### config.mk
export PLATFORM = sky130hd
export DESIGN_NAME = cyrillic_8bit_to_utf8_core
export DESIGN_NICKNAME = d
export VERILOG_FILES = /design/src/c8u_pkg.sv /design/src/c8u_front.sv /design/src/c8u_queue.sv /design/src/c8u_back.sv /design/src/cyrillic_8bit_to_utf8_core.sv
export SDC_FILE = /design/constraint.sdc
export NUM_CORES = 1
export LEC_CHECK = 0
export BUFFER_PORTS_ARGS = -buffer_cell sky130_fd_sc_hd__buf_2
export CORE_UTILIZATION = 64
export DETAILED_ROUTE_END_ITERATION = 10
export GPL_TIMING_DRIVEN = 0
export PLACE_DENSITY_LB_ADDON = 0.25
export SLEW_MARGIN = 40
export SYNTH_ARGS = -nofsm -noshare
export SYNTH_HDL_FRONTEND = slang
export SYNTH_SLANG_ARGS = --single-unit
export TNS_END_PERCENT = 1
### constraint.sdc
create_clock -name clk_i -period 7.1 [get_ports clk_i]
set_input_delay 0.71 -clock clk_i [delete_from_list [all_inputs] [get_ports clk_i]]
set_output_delay 0.71 -clock clk_i [all_outputs]
set_load 0.01 [all_outputs]
### src/c8u_pkg.sv
`default_nettype none

package c8u_pkg;

  // Code pages selected by the source page register.
  localparam logic [1:0] PageCp1251 = 2'd0;
  localparam logic [1:0] PageIso    = 2'd1;
  localparam logic [1:0] PageKoi8r  = 2'd2;

  localparam int unsigned QueueDepth = 2;

  // Offsets from U+0400 for the two letters outside the main block.
  localparam logic [6:0] OffCapYo   = 7'h01;
  localparam logic [6:0] OffSmallYo = 7'h51;

  localparam logic [7:0] AsciiTop  = 8'd127;
  localparam logic [7:0] LeadLow   = 8'hD0;
  localparam logic [7:0] LeadHigh  = 8'hD1;
  localparam logic [7:0] TrailMark = 8'h80;

  // One queued item: either a single byte or a two-byte sequence.
  typedef struct packed {
    logic       two_byte;
    logic [7:0] first;
    logic [7:0] second;
  } item_t;

  // KOI8-R small letters 0xC0..0xDF as code point minus U+0410.
  function automatic logic [5:0] koi_small(input logic [4:0] idx);
    logic [5:0] v;
    unique case (idx)
      5'd0:  v = 6'h3E;  5'd1:  v = 6'h20;  5'd2:  v = 6'h21;  5'd3:  v = 6'h36;
      5'd4:  v = 6'h24;  5'd5:  v = 6'h25;  5'd6:  v = 6'h34;  5'd7:  v = 6'h23;
      5'd8:  v = 6'h35;  5'd9:  v = 6'h28;  5'd10: v = 6'h29;  5'd11: v = 6'h2A;
      5'd12: v = 6'h2B;  5'd13: v = 6'h2C;  5'd14: v = 6'h2D;  5'd15: v = 6'h2E;
      5'd16: v = 6'h2F;  5'd17: v = 6'h3F;  5'd18: v = 6'h30;  5'd19: v = 6'h31;
      5'd20: v = 6'h32;  5'd21: v = 6'h33;  5'd22: v = 6'h26;  5'd23: v = 6'h22;
      5'd24: v = 6'h3C;  5'd25: v = 6'h3B;  5'd26: v = 6'h27;  5'd27: v = 6'h38;
      5'd28: v = 6'h3D;  5'd29: v = 6'h39;  5'd30: v = 6'h37;  5'd31: v = 6'h3A;
      default: v = 6'h00;
    endcase
    return v;
  endfunction

endpackage

`default_nettype wire

### src/c8u_front.sv
`default_nettype none

module c8u_front (
  input  wire logic          clk_i,
  input  wire logic          rst_ni,
  input  wire logic          cfg_valid_i,
  input  wire logic [1:0]    cfg_source_page_i,
  input  wire logic [7:0]    in_byte_i,
  output logic               keep_o,
  output c8u_pkg::item_t     item_o
);

  logic [1:0] page_q;
  logic       mapped;
  logic [6:0] off;
  logic [7:0] koi_off;
  logic [5:0] koi_val;

  always_ff @(posedge clk_i or negedge rst_ni) begin
    if (!rst_ni) begin
      page_q <= c8u_pkg::PageCp1251;
    end else if (cfg_valid_i) begin
      page_q <= cfg_source_page_i;
    end
  end

  assign koi_val = c8u_pkg::koi_small(in_byte_i[4:0]);

  // Capitals sit 0x20 below their small letters; the offset from U+0400 adds 0x10.
  always_comb begin
    if (in_byte_i[5]) begin
      koi_off = {2'b00, koi_val} - 8'h10;
    end else begin
      koi_off = {2'b00, koi_val} + 8'h10;
    end
  end

  always_comb begin
    mapped = 1'b0;
    off    = 7'h00;
    unique case (page_q)
      c8u_pkg::PageCp1251: begin
        if (in_byte_i == 8'd168) begin
          mapped = 1'b1;
          off    = c8u_pkg::OffCapYo;
        end else if (in_byte_i == 8'd184) begin
          mapped = 1'b1;
          off    = c8u_pkg::OffSmallYo;
        end else if (in_byte_i >= 8'd192) begin
          mapped = 1'b1;
          off    = 7'(in_byte_i - 8'd176);
        end
      end
      c8u_pkg::PageIso: begin
        if (in_byte_i == 8'd161) begin
          mapped = 1'b1;
          off    = c8u_pkg::OffCapYo;
        end else if (in_byte_i == 8'd241) begin
          mapped = 1'b1;
          off    = c8u_pkg::OffSmallYo;
        end else if (in_byte_i >= 8'd176 && in_byte_i <= 8'd239) begin
          mapped = 1'b1;
          off    = 7'(in_byte_i - 8'd160);
        end
      end
      c8u_pkg::PageKoi8r: begin
        if (in_byte_i == 8'd179) begin
          mapped = 1'b1;
          off    = c8u_pkg::OffCapYo;
        end else if (in_byte_i == 8'd163) begin
          mapped = 1'b1;
          off    = c8u_pkg::OffSmallYo;
        end else if (in_byte_i >= 8'd192) begin
          mapped = 1'b1;
          off    = koi_off[6:0];
        end
      end
      default: begin
        mapped = 1'b0;
        off    = 7'h00;
      end
    endcase
  end

  always_comb begin
    if (in_byte_i <= c8u_pkg::AsciiTop) begin
      keep_o          = 1'b1;
      item_o.two_byte = 1'b0;
      item_o.first    = in_byte_i;
      item_o.second   = in_byte_i;
    end else begin
      keep_o          = mapped;
      item_o.two_byte = 1'b1;
      item_o.first    = off[6] ? c8u_pkg::LeadHigh : c8u_pkg::LeadLow;
      item_o.second   = c8u_pkg::TrailMark | {2'b00, off[5:0]};
    end
  end

endmodule

`default_nettype wire

### src/c8u_queue.sv
`default_nettype none

module c8u_queue (
  input  wire logic             clk_i,
  input  wire logic             rst_ni,
  input  wire logic             wr_en_i,
  input  wire c8u_pkg::item_t   wr_item_i,
  output logic                  full_o,
  input  wire logic             rd_en_i,
  output logic                  rd_valid_o,
  output c8u_pkg::item_t        rd_item_o
);

  localparam int unsigned PtrW = $clog2(c8u_pkg::QueueDepth);
  localparam int unsigned CntW = $clog2(c8u_pkg::QueueDepth + 1);

  c8u_pkg::item_t mem_q [c8u_pkg::QueueDepth];
  logic [PtrW-1:0] wr_ptr_q, rd_ptr_q;
  logic [CntW-1:0] count_q;
  logic            do_wr, do_rd;

  assign full_o     = (count_q == CntW'(c8u_pkg::QueueDepth));
  assign rd_valid_o = (count_q != '0);
  assign rd_item_o  = mem_q[rd_ptr_q];
  assign do_wr      = wr_en_i && !full_o;
  assign do_rd      = rd_en_i && rd_valid_o;

  always_ff @(posedge clk_i) begin
    if (do_wr) begin
      mem_q[wr_ptr_q] <= wr_item_i;
    end
  end

  always_ff @(posedge clk_i or negedge rst_ni) begin
    if (!rst_ni) begin
      wr_ptr_q <= '0;
      rd_ptr_q <= '0;
      count_q  <= '0;
    end else begin
      if (do_wr) begin
        wr_ptr_q <= (wr_ptr_q == PtrW'(c8u_pkg::QueueDepth - 1)) ? '0 : wr_ptr_q + 1'b1;
      end
      if (do_rd) begin
        rd_ptr_q <= (rd_ptr_q == PtrW'(c8u_pkg::QueueDepth - 1)) ? '0 : rd_ptr_q + 1'b1;
      end
      if (do_wr && !do_rd) begin
        count_q <= count_q + 1'b1;
      end else if (do_rd && !do_wr) begin
        count_q <= count_q - 1'b1;
      end
    end
  end

endmodule

`default_nettype wire

### src/c8u_back.sv
`default_nettype none

module c8u_back (
  input  wire logic             clk_i,
  input  wire logic             rst_ni,
  input  wire logic             q_valid_i,
  input  wire c8u_pkg::item_t   q_item_i,
  output logic                  q_rd_o,
  output logic                  empty,
  input  wire logic             pop,
  output logic [7:0]            out_byte_o,
  output logic                  last_of_char_o
);

  c8u_pkg::item_t cur_q;
  logic           valid_q;
  logic           phase_q;
  logic           taken;
  logic           done;

  assign empty          = !valid_q;
  assign last_of_char_o = !cur_q.two_byte || phase_q;
  assign out_byte_o     = phase_q ? cur_q.second : cur_q.first;
  assign taken          = valid_q && pop;
  assign done           = taken && last_of_char_o;
  // Load the next item as soon as the current one has given its final byte.
  assign q_rd_o         = q_valid_i && (!valid_q || done);

  always_ff @(posedge clk_i) begin
    if (q_rd_o) begin
      cur_q <= q_item_i;
    end
  end

  always_ff @(posedge clk_i or negedge rst_ni) begin
    if (!rst_ni) begin
      valid_q <= 1'b0;
      phase_q <= 1'b0;
    end else begin
      if (q_rd_o) begin
        valid_q <= 1'b1;
        phase_q <= 1'b0;
      end else if (done) begin
        valid_q <= 1'b0;
        phase_q <= 1'b0;
      end else if (taken) begin
        phase_q <= 1'b1;
      end
    end
  end

endmodule

`default_nettype wire

### src/cyrillic_8bit_to_utf8_core.sv
// Transcodes 8-bit Cyrillic text (CP1251, ISO 8859-5 or KOI8-R, chosen by the
// source page register) into UTF-8, one item per ASCII or mapped input byte. ASCII
// bytes come out as one byte; mapped letters come out as a lead byte (D0 or D1)
// followed by a trail byte, with last_of_char_o set on the final byte; unmapped
// high bytes are accepted and produce nothing. The result side delivers one byte
// per cycle while pop is held, so an ASCII item takes one output byte and a Cyrillic
// letter two; that single output byte port sets the sustained rate. A two-entry
// queue separates the classifier from the byte emitter, so input is taken back to
// back until the queue fills while results wait to be popped. The configuration
// port is always ready; write it only while the block is idle.
`default_nettype none

module cyrillic_8bit_to_utf8_core (
  input  wire logic       clk_i,
  input  wire logic       rst_ni,
  input  wire logic       cfg_valid_i,
  output logic            cfg_ready_o,
  input  wire logic [1:0] cfg_source_page_i,
  input  wire logic       push,
  output logic            full,
  input  wire logic [7:0] in_byte_i,
  output logic            empty,
  input  wire logic       pop,
  output logic [7:0]      out_byte_o,
  output logic            last_of_char_o
);

  c8u_pkg::item_t cls_item, head_item;
  logic           cls_keep;
  logic           head_valid;
  logic           head_rd;

  assign cfg_ready_o = 1'b1;

  c8u_front u_front (
    .clk_i             (clk_i),
    .rst_ni            (rst_ni),
    .cfg_valid_i       (cfg_valid_i),
    .cfg_source_page_i (cfg_source_page_i),
    .in_byte_i         (in_byte_i),
    .keep_o            (cls_keep),
    .item_o            (cls_item)
  );

  c8u_queue u_queue (
    .clk_i      (clk_i),
    .rst_ni     (rst_ni),
    .wr_en_i    (push && cls_keep),
    .wr_item_i  (cls_item),
    .full_o     (full),
    .rd_en_i    (head_rd),
    .rd_valid_o (head_valid),
    .rd_item_o  (head_item)
  );

  c8u_back u_back (
    .clk_i          (clk_i),
    .rst_ni         (rst_ni),
    .q_valid_i      (head_valid),
    .q_item_i       (head_item),
    .q_rd_o         (head_rd),
    .empty          (empty),
    .pop            (pop),
    .out_byte_o     (out_byte_o),
    .last_of_char_o (last_of_char_o)
  );

endmodule

`default_nettype wire

# After elaboration in Yosys (flattened, before gate mapping)
# Memories as Yosys holds them, arrays and structs flattened. A register that Yosys moved wholly into a read port is not among the register bits.
# Index checks and enable logic that the tools add are counted.
# classes
add_sub_neg	8
magnitude_cmp	4
eq_ne	9
muxes	35
reduce_logical	21
# op_table
op	count
7-bit two-way mux	10
8-bit == test (second input constant)	6
7-bit case mux with 3 select lines	1
1-bit two-way mux	19
17-bit two-way mux	1
8-bit >= comparator (second input constant)	2
7-bit by 6-bit subtractor with 7-bit output (second input constant)	2
1-bit logical AND	9
8-bit by 7-bit less-or-equal comparator with 1-bit output (second input constant)	1
8-bit less-or-equal comparator (second input constant)	1
8-bit two-way mux	1
6-bit by 5-bit adder with 7-bit output (second input constant)	1
6-bit by 5-bit subtractor with 7-bit output (second input constant)	1
2-bit nonzero test	3
1-bit logical NOT	5
2-bit == test (second input constant)	2
2-bit two-way mux	2
1-bit case mux with 3 select lines	1
3-bit nonzero test	1
1-bit adder (second input constant)	2
2-bit by 1-bit adder with 2-bit output (second input constant)	1
2-bit by 1-bit == test with 1-bit output (second input constant)	1
2-bit logical NOT	1
1-bit logical OR	2
2-bit by 1-bit subtractor with 2-bit output (second input constant)	1
# totals
register_bits	8
ramBits	34
rom_bits	160
out_inout_bits	12
wordCells	85
mem_count	2
# memory_table
name	words	word_bits	rd	rd_ports_with_merged_regs	wr	line_no	rtl
(name not given)	32	5	1	0	0	c8u_pkg.sv:31	unique case (idx)
u_queue.mem_q	2	17	1	1	1	c8u_queue.sv:17	c8u_pkg::item_t mem_q [c8u_pkg::QueueDepth];

# Logic depth before layout (Yosys ltp)
# Gate-level depths: netlist of run 1.
# logic_depth
ltp_word	13
depth_mapped	10
ltp_nobuf	10

# By module
# From an unflattened synthesis of run 1, not the netlist that was laid out.
# hier_totals
cells_unflattened	251
hier_area_um2	3139.3
# by_module_without_submodules
mod	instances	cells_each	area_per_inst_um2	seq_area_each_um2
c8u_queue	1	72	1477.7	1121.1
c8u_front	1	139	924.6	50.0
c8u_back	1	37	719.4	560.5
cyrillic_8bit_to_utf8_core	1	3	17.5	0.0

# Worst setup path before layout of run 1
# No wires, ideal clock.
# synth_timing
path_type	input -> register
startpoint	input in_byte_i[1]
endpoint	memory u_queue.mem_q[0][0] (netlist name), enable pin
setup_time_ns	0.394
arrival_ns	2.542
t_required_ns	6.706
slack_ns	4.163
cell_stages	6
path_buffers	0
path_cell_list	inv_1 > ha_1 > nand3b_4 > a2111oi_4 > o211ai_2 > a21oi_1
# synth_between
elab_chain_cells	11
word_cells_on_any_way	25
cone_classes	order compare: 4; eq/ne: 6; mux: 12; reduce/logical: 3
# synth_rtl
item	line_no	rtl
from (decl)	cyrillic_8bit_to_utf8_core.sv:21	input wire logic [7:0] in_byte_i,
8-bit >= comparator or 8-bit less-or-equal comparator (tied branches)	c8u_front.sv:61	end else if (in_byte_i >= 8'd176 && in_byte_i <= 8'd239) begin
1-bit logical AND	c8u_front.sv:61	
1-bit two-way mux	c8u_front.sv:61	
1-bit two-way mux	c8u_front.sv:58	end else if (in_byte_i == 8'd241) begin
1-bit two-way mux	c8u_front.sv:55	if (in_byte_i == 8'd161) begin
1-bit case mux with 3 select lines	c8u_front.sv:41	unique case (page_q)
1-bit two-way mux *	c8u_front.sv:86	if (in_byte_i <= c8u_pkg::AsciiTop) begin
1-bit logical AND *	cyrillic_8bit_to_utf8_core.sv:48	.wr_en_i (push && cls_keep),
1-bit logical AND *	c8u_queue.sv:25	assign do_wr = wr_en_i && !full_o;
1-bit two-way mux *	c8u_queue.sv:29	if (do_wr) begin
1-bit two-way mux (not written as such) *	c8u_queue.sv:30	mem_q[wr_ptr_q] <= wr_item_i;
to (decl)	c8u_queue.sv:17	
# Every way passes the cells marked *; elsewhere a longest branch is shown, timed or not.

# Worst setup path after layout of run 1
# layout_timing
startpoint	input in_byte_i[1]
endpoint	memory u_queue.mem_q[1][9] (netlist name), enable pin
# layout_between
elab_chain_cells	11
word_cells_on_any_way	25
cone_classes	order compare: 4; eq/ne: 6; mux: 12; reduce/logical: 3
# layout_rtl
item	line_no	rtl
8-bit >= comparator or 8-bit less-or-equal comparator (tied branches)	c8u_front.sv:61	
1-bit logical AND	c8u_front.sv:61	
1-bit two-way mux	c8u_front.sv:61	
1-bit two-way mux	c8u_front.sv:58	
1-bit two-way mux	c8u_front.sv:55	
1-bit case mux with 3 select lines	c8u_front.sv:41	
1-bit two-way mux *	c8u_front.sv:86	
1-bit logical AND *	cyrillic_8bit_to_utf8_core.sv:48	
1-bit logical AND *	c8u_queue.sv:25	
via u_queue.do_wr	c8u_queue.sv:20	logic do_wr, do_rd;
1-bit two-way mux *	c8u_queue.sv:29	
1-bit two-way mux (not written as such) *	c8u_queue.sv:30	
# Mark *: on every way through the listed nets, which the timed path passes. The rest lies on a longest branch.

==> flow_summary.toml, run 1 <==
[floorplan]
std_cell_rows = 24
fp.dieArea_sq_um = 4950
die_h_um = 70.3
start_util = 0.677
io_pins = 27
fp.coreArea_sq_um = 4410
die_w_um = 70.3

[logic_synthesis]
synth-seq-cells = 56
yosys.area_share.xor_xnor = 0.0176
synth_top_area_share = 0.482
synth_area_sq_um = 2990
synth_cell_types = 54
synthFlopType = "edfxtp_1"
yosys.cell_count.top_type = "edfxtp_1"
synthAdderAreaFrac = 0.0544
synth_top_family_by_area = "simple AND/OR/NAND/NOR gates"
yosysTopAreaCell = "edfxtp_1"
synth_area_leaders = "edfxtp_1, mux2_2, dfrtp_1"
postSynthAreaPerCell_sq_um = 12.6
synth-seq-area-share = 0.549
synth-edff-count = 48
yosys.area_share.simple = 0.125
ys_top_cells_by_count = "edfxtp_1, mux2_2, o21ai_0, ha_1, nor2_1"
synth-compound-area-share = 0.118
muxShareOfSynthArea = 0.0975
syn-num-nets = 266
async_flop_share = 0.143
synth_cells = 238
yosysWarnings = 0

[sta]
setup_viol = 0
max_freq_mhz = 354
hold_viol = 0
period_needed_ps = 2830
layout_setup_ws_ps = 4270
clock_skew_ps = 10.6
finalSetupTns_ps = 0
fin_crit_sh = 0.398
drv_slew = 0
tightest_slew_ps = 661
holdWs_ps = 236
maxSlewHeadroom = 0.559
rsz0062_at_grt = "false"

[run_status]
outcome = "finished, final reports clean"

[route]
via_per_inst = 6.10
wl_per_cell_um = 17.1
wl_met2_um = 2700
drc_errors = 0
vias = 1970
first_pass_iters = 5
drt_iter0_drc = 149
m1WireLength_um = 2460
wirelength_um = 5520
antenna_left = 0
met3WireLength_um = 272
highest_layer = "met4"

[global_routing]
antenna_found_initial = 0
grt_pass1_wl_um = 8800
grt_max_degree = 18
grt_usage = 0.233
overflow = 0
grt_pass1_vias = 1875

[critical_path]
crit_fanout = 12
cp.arrival_ps = 2840
rrSetupSlack_ps = 4790
cp.required_ps = 7110
end_kind = "flip-flop"
path_class = "input pin to flip-flop"
crit_path_start_kind = "input pin"

[final_layout]
n_antenna_cell = 0
fin_cells = 323
layout-drive-gt1-share = 0.273
synthToLayoutAreaGrowth_pct = 10.3
nets = 298
n_fill_cell = 286
final_core_util = 0.747
postLayoutCellArea_sq_um = 3300

[clock_tree]
cts_made_buffers = 5
cts_tree = "yes"
htreeDepth = 2
clock_sinks = 56
clockBufferDepth = 2
ctsResizeCount = 0
cts.clk_slew.worst_paths_ps = 90
ctsHoldBuffers = 0
insertion_delay_ps = 310
root_buffer = "clkbuf_8"
postCtsSetupBuffers = 0

[placed_design]
pre_cts_ws_ps = 3780
dp_hpwl_um = 3840
dp_cells = 314
numPortBuffers = 24
place.gp.congestion = 0.884
placed_area_sq_um = 3190

[power]
total_power_mw = 1.02
cellPowerDensity_nw_per_um2 = 310
p_leak_nw = 1.31
max-vdd-ir-drop_uv = 148

[min_path]
hp-class = "input pin to async pin"

[flow_run]
maxCapViolations = 0
-- layout by cell type, fill, tap and decap left out, types with 2 or more instances in the layout --
cell       count
edfxtp_1      48
buf_2         32
mux2_2        25
o21ai_0       14
nor2_1        13
ha_1          13
nand2_1       12
inv_1         10
nor2b_1        9
dfrtp_1        8
clkbuf_1       7
nand2b_1       7
xor2_1         5
clkbuf_8       5
a21oi_1        4
nand3_1        4
a211oi_1       3
nor4_1         3
buf_4          2
and3_1         2
nand3b_1       2
o2111ai_1      2
o21ai_1        2
nor3_1         2
a22o_1         2
o211ai_1       2
nand3b_4       2
-- where the power goes --
part / total, mW / switching [mW] / internal (mW)
registers: 0.513 / 0.0377 / 0.475
clock network: 0.185 / 0.0936 / 0.0914
logic: 0.323 / 0.180 / 0.143
total: 1.02 / 0.312 / 0.709
-- kinds of logic (layout without fill, tap and decap cells) --
| logic type | count (synthesis) | after routing |
|---|---|---|
| fa+ha+maj | 13 | 13 |
| buf+inv | 25 | 58 |
| flops | 56 | 56 |
| xor+xnor | 6 | 6 |
| mux | 26 | 26 |
| simple gates | 64 | 64 |
| other cells | 1 | 1 |
| compound gates | 47 | 47 |
-- routing by layer --
metal / up-vias / GRT usage
li1: 948 / -
met1: 949 / 0.320
met2: 63 / 0.372
met3: 10 / 0.0404
met4: 0 / 0.0844
met5: - / 0
-- sequential cells by signal, indices dropped and copies added, names as in the netlist --
signal / count
u_queue.wr_ptr_q: 1
u_back.phase_q: 1
u_front.page_q: 2
u_back.cur_q: 16
u_queue.rd_ptr_q: 1
u_queue.count_q: 2
u_queue.mem_q: 32
u_back.valid_q: 1
-- worst paths after layout --
kind	to	cells past startpoint	start
worst max-delay path	u_queue.mem_q[1][9]	9	in_byte_i[1]
max in group asynchronous	u_back.phase_q	1	rst_ni
min in group clk_i	u_back.cur_q[5]	1	u_queue.mem_q[0][5]
worst max register to register	u_queue.mem_q[1][9]	6	u_front.page_q[1]
worst min-delay path	u_back.valid_q	1	rst_ni
worst min register to register	u_back.cur_q[5]	1	u_queue.mem_q[0][5]
-- area by class of cell --
cell class,instances,area [sq um],share of cell area
repair buffers,25,131,0.0398
flip-flops and latches,56,1640,0.498
inverters,10,37.5,0.0114
multi-input cells,157,1250,0.378
well taps,52,65.1,0.0197
clock buffers,8,101,0.0307
plain buffers,15,73.8,0.0224
-- critical path: stages --
cell	delay, ps
buf_2	160
inv_1	190
ha_1	370
nand3b_4	120
a2111oi_4	450
o211ai_2	180
nand2_2	110
and2_1	310
buf_6	220
No activity file was read; power rests on OpenSTA's default activity.
==> inputs of run 2 (changes only) <==
- CORE_UTILIZATION: 64 -> 59
- clock period: 7.1 -> 2.7 ns (I/O delays scaled with it)
==> run 2 against run 1 <==
Effect of this change: sequential power grew to 2.6 times the previous value; first-iteration DRC count down 35%; design area grew 0.99%; die area is 8.2% higher; non-clock buffer count stayed put; clock-buffer cell count decreased by 3; combinational power increased to 2.6 times the previous value; critical path depth decreased by 1; total power rose to 2.7 times the previous value; critical endpoint is now u_queue.mem_q[1][10]; utilization is 5.1 points lower; clock skew decreased by 5.3 ps.
==> flow_summary.toml, run 2 (synthesis gave the netlist of run 1 again) <==
[power]
pwr-share-comb = 0.305
cellPowerDensity_nw_per_um2 = 817
p_seq_frac = 0.493
sw_frac_of_total = 0.303
p_int_mw = 1.90
total_power_mw = 2.72
clkPwrFrac = 0.202
p_leak_nw = 1.31
switchingPower_uw = 824
max-vdd-ir-drop_uv = 397

[clock_tree]
cts_tree = "yes"
root_buffer = "clkbuf_8"
cts_made_buffers = 5
clock_sinks = 56
htreeDepth = 2
insertion_delay_ps = 300
clockBufferDepth = 2
cts.clk_slew.worst_paths_ps = 100

[route]
first_pass_iters = 5
antenna_left = 0
vias = 1941
drt_iter0_drc = 97
via_per_inst = 5.74
wl_per_cell_um = 15.7
wirelength_um = 5310
drc_errors = 0

[final_layout]
postLayoutCellArea_sq_um = 3330
largest_reg_flops = 32
n_fill_cell = 336
largest-register = "u_queue.mem_q"
layout_common_cells = "edfxtp_1, buf_2, mux2_2"
register_area_sq_um = 1640
nets = 298
multiInputGateArea_sq_um = 1250
synthToLayoutAreaGrowth_pct = 11.4
fin_cells = 338
mostFrequentLayoutCell = "edfxtp_1"
layout-drive-gt1-share = 0.280
largestRegisters = "u_queue.mem_q x32, u_back.cur_q x16"
n_antenna_cell = 0

[floorplan]
fp.coreArea_sq_um = 4790
io_pins = 27
die_h_um = 73.2
die_w_um = 73.2
std_cell_rows = 25
start_util = 0.625
fp.dieArea_sq_um = 5350

[critical_path]
path_class = "input pin to flip-flop"
crit_path_start_kind = "input pin"
reg2reg_depth = 5
end_kind = "flip-flop"
crit_fanout = 16
cp.required_ps = 2660
cp.arrival_ps = 2270

[sta]
fin_crit_sh = 0.854
clock_skew_ps = 5.27
hold_viol = 0
drv_slew = 0
setup_viol = 0
layout_setup_ws_ps = 395
period_needed_ps = 2310
rsz0062_at_grt = "false"
maxSlewHeadroom = 0.548
max_freq_mhz = 434
tightest_slew_ps = 677

[global_routing]
grt_pass1_vias = 1811
antenna_found_initial = 0
grt_max_degree = 19
grt_pass1_wl_um = 8740
grt_usage = 0.219
overflow = 0

[min_path]
hp-class = "input pin to flip-flop"
min_path_cells = 2

[placed_design]
dp_cells = 329
numPortBuffers = 24
pre_cts_ws_ps = -195
placed_area_sq_um = 3200
place.gp.congestion = 0.888
dp_hpwl_um = 3790

[flow_run]
maxCapViolations = 0

[run_status]
outcome = "finished, final reports clean"
==> run 2: changes by cell type in the layout (fill, tap and decap cells not counted), sizes merged <==
cell,before,now
clkbuf,13,10
bufinv,0,1
buf,35,34
clkinvlp,0,1
dlygate4sd3,0,1
inv,10,11
==> run 2: layer usage <==
metal | up-vias | part of all wire | global-route usage
met5 | - | 0 | 0
met4 | 0 | 0.011 | 0.0871
met3 | 6 | 0.041 | 0.0262
met2 | 69 | 0.48 | 0.344
met1 | 920 | 0.47 | 0.310
li1 | 946 | - | -
==> run 2: final timing paths <==
path / start / slack [ps] / endpoint
worst min register to register: u_queue.mem_q[0][14] / 550 / u_back.cur_q[14]
max in group asynchronous: rst_ni / 2200 / u_queue.count_q[1]
worst max-delay path: in_byte_i[1] / 390 / u_queue.mem_q[1][10]
worst max register to register: u_front.page_q[1] / 520 / u_queue.mem_q[1][10]
worst min-delay path: cfg_source_page_i[0] / 200 / u_front.page_q[0]
min in group asynchronous: rst_ni / 330 / u_queue.rd_ptr_q
==> run 2: critical path: stages <==
cell	delay (ps)
buf_2	160
inv_1	190
ha_1	380
nand3b_4	120
a2111oi_4	430
o211ai_2	180
nand2_2	110
and2_2	410
==> run 2: stage by stage <==
stage	util	hold WS [ps]	TNS (ps)
after floorplan	-	-25.6	0
after global placement	0.667	119	-11600
after detailed placement	0.670	122	-3110
after CTS	0.696	193	0
after global routing	0.696	191	0
final	0.696	201	0
==> run 2: repair_timing <==
item / CTS / global route
resized for setup: 0 / 1
hold endpoints to repair: 8 / 0
buffers inserted: 0 / 0
hold buffers: 1 / 0
endpoints found under the setup margin: 0 / 16
==> run 2: power groups by stage <==
stage | Combinational, mW | Clock [mW] | Sequential (mW)
floorplan | 0.604 | 0 | 1.33
global placement | 0.799 | 0 | 1.34
detailed placement | 0.831 | 0 | 1.37
CTS | 0.838 | 0.552 | 1.34
global route | 0.912 | 0.581 | 1.37
finish | 0.831 | 0.549 | 1.34
==> run 2: final cells by class <==
class / instances / area share
inverters: 10 / 0.0113
well taps: 67 / 0.0252
multi-input cells: 157 / 0.375
plain buffers: 15 / 0.0222
clock buffers: 5 / 0.0207
clock inverters: 3 / 0.0139
repair buffers: 25 / 0.0391
flip-flops and latches: 56 / 0.493
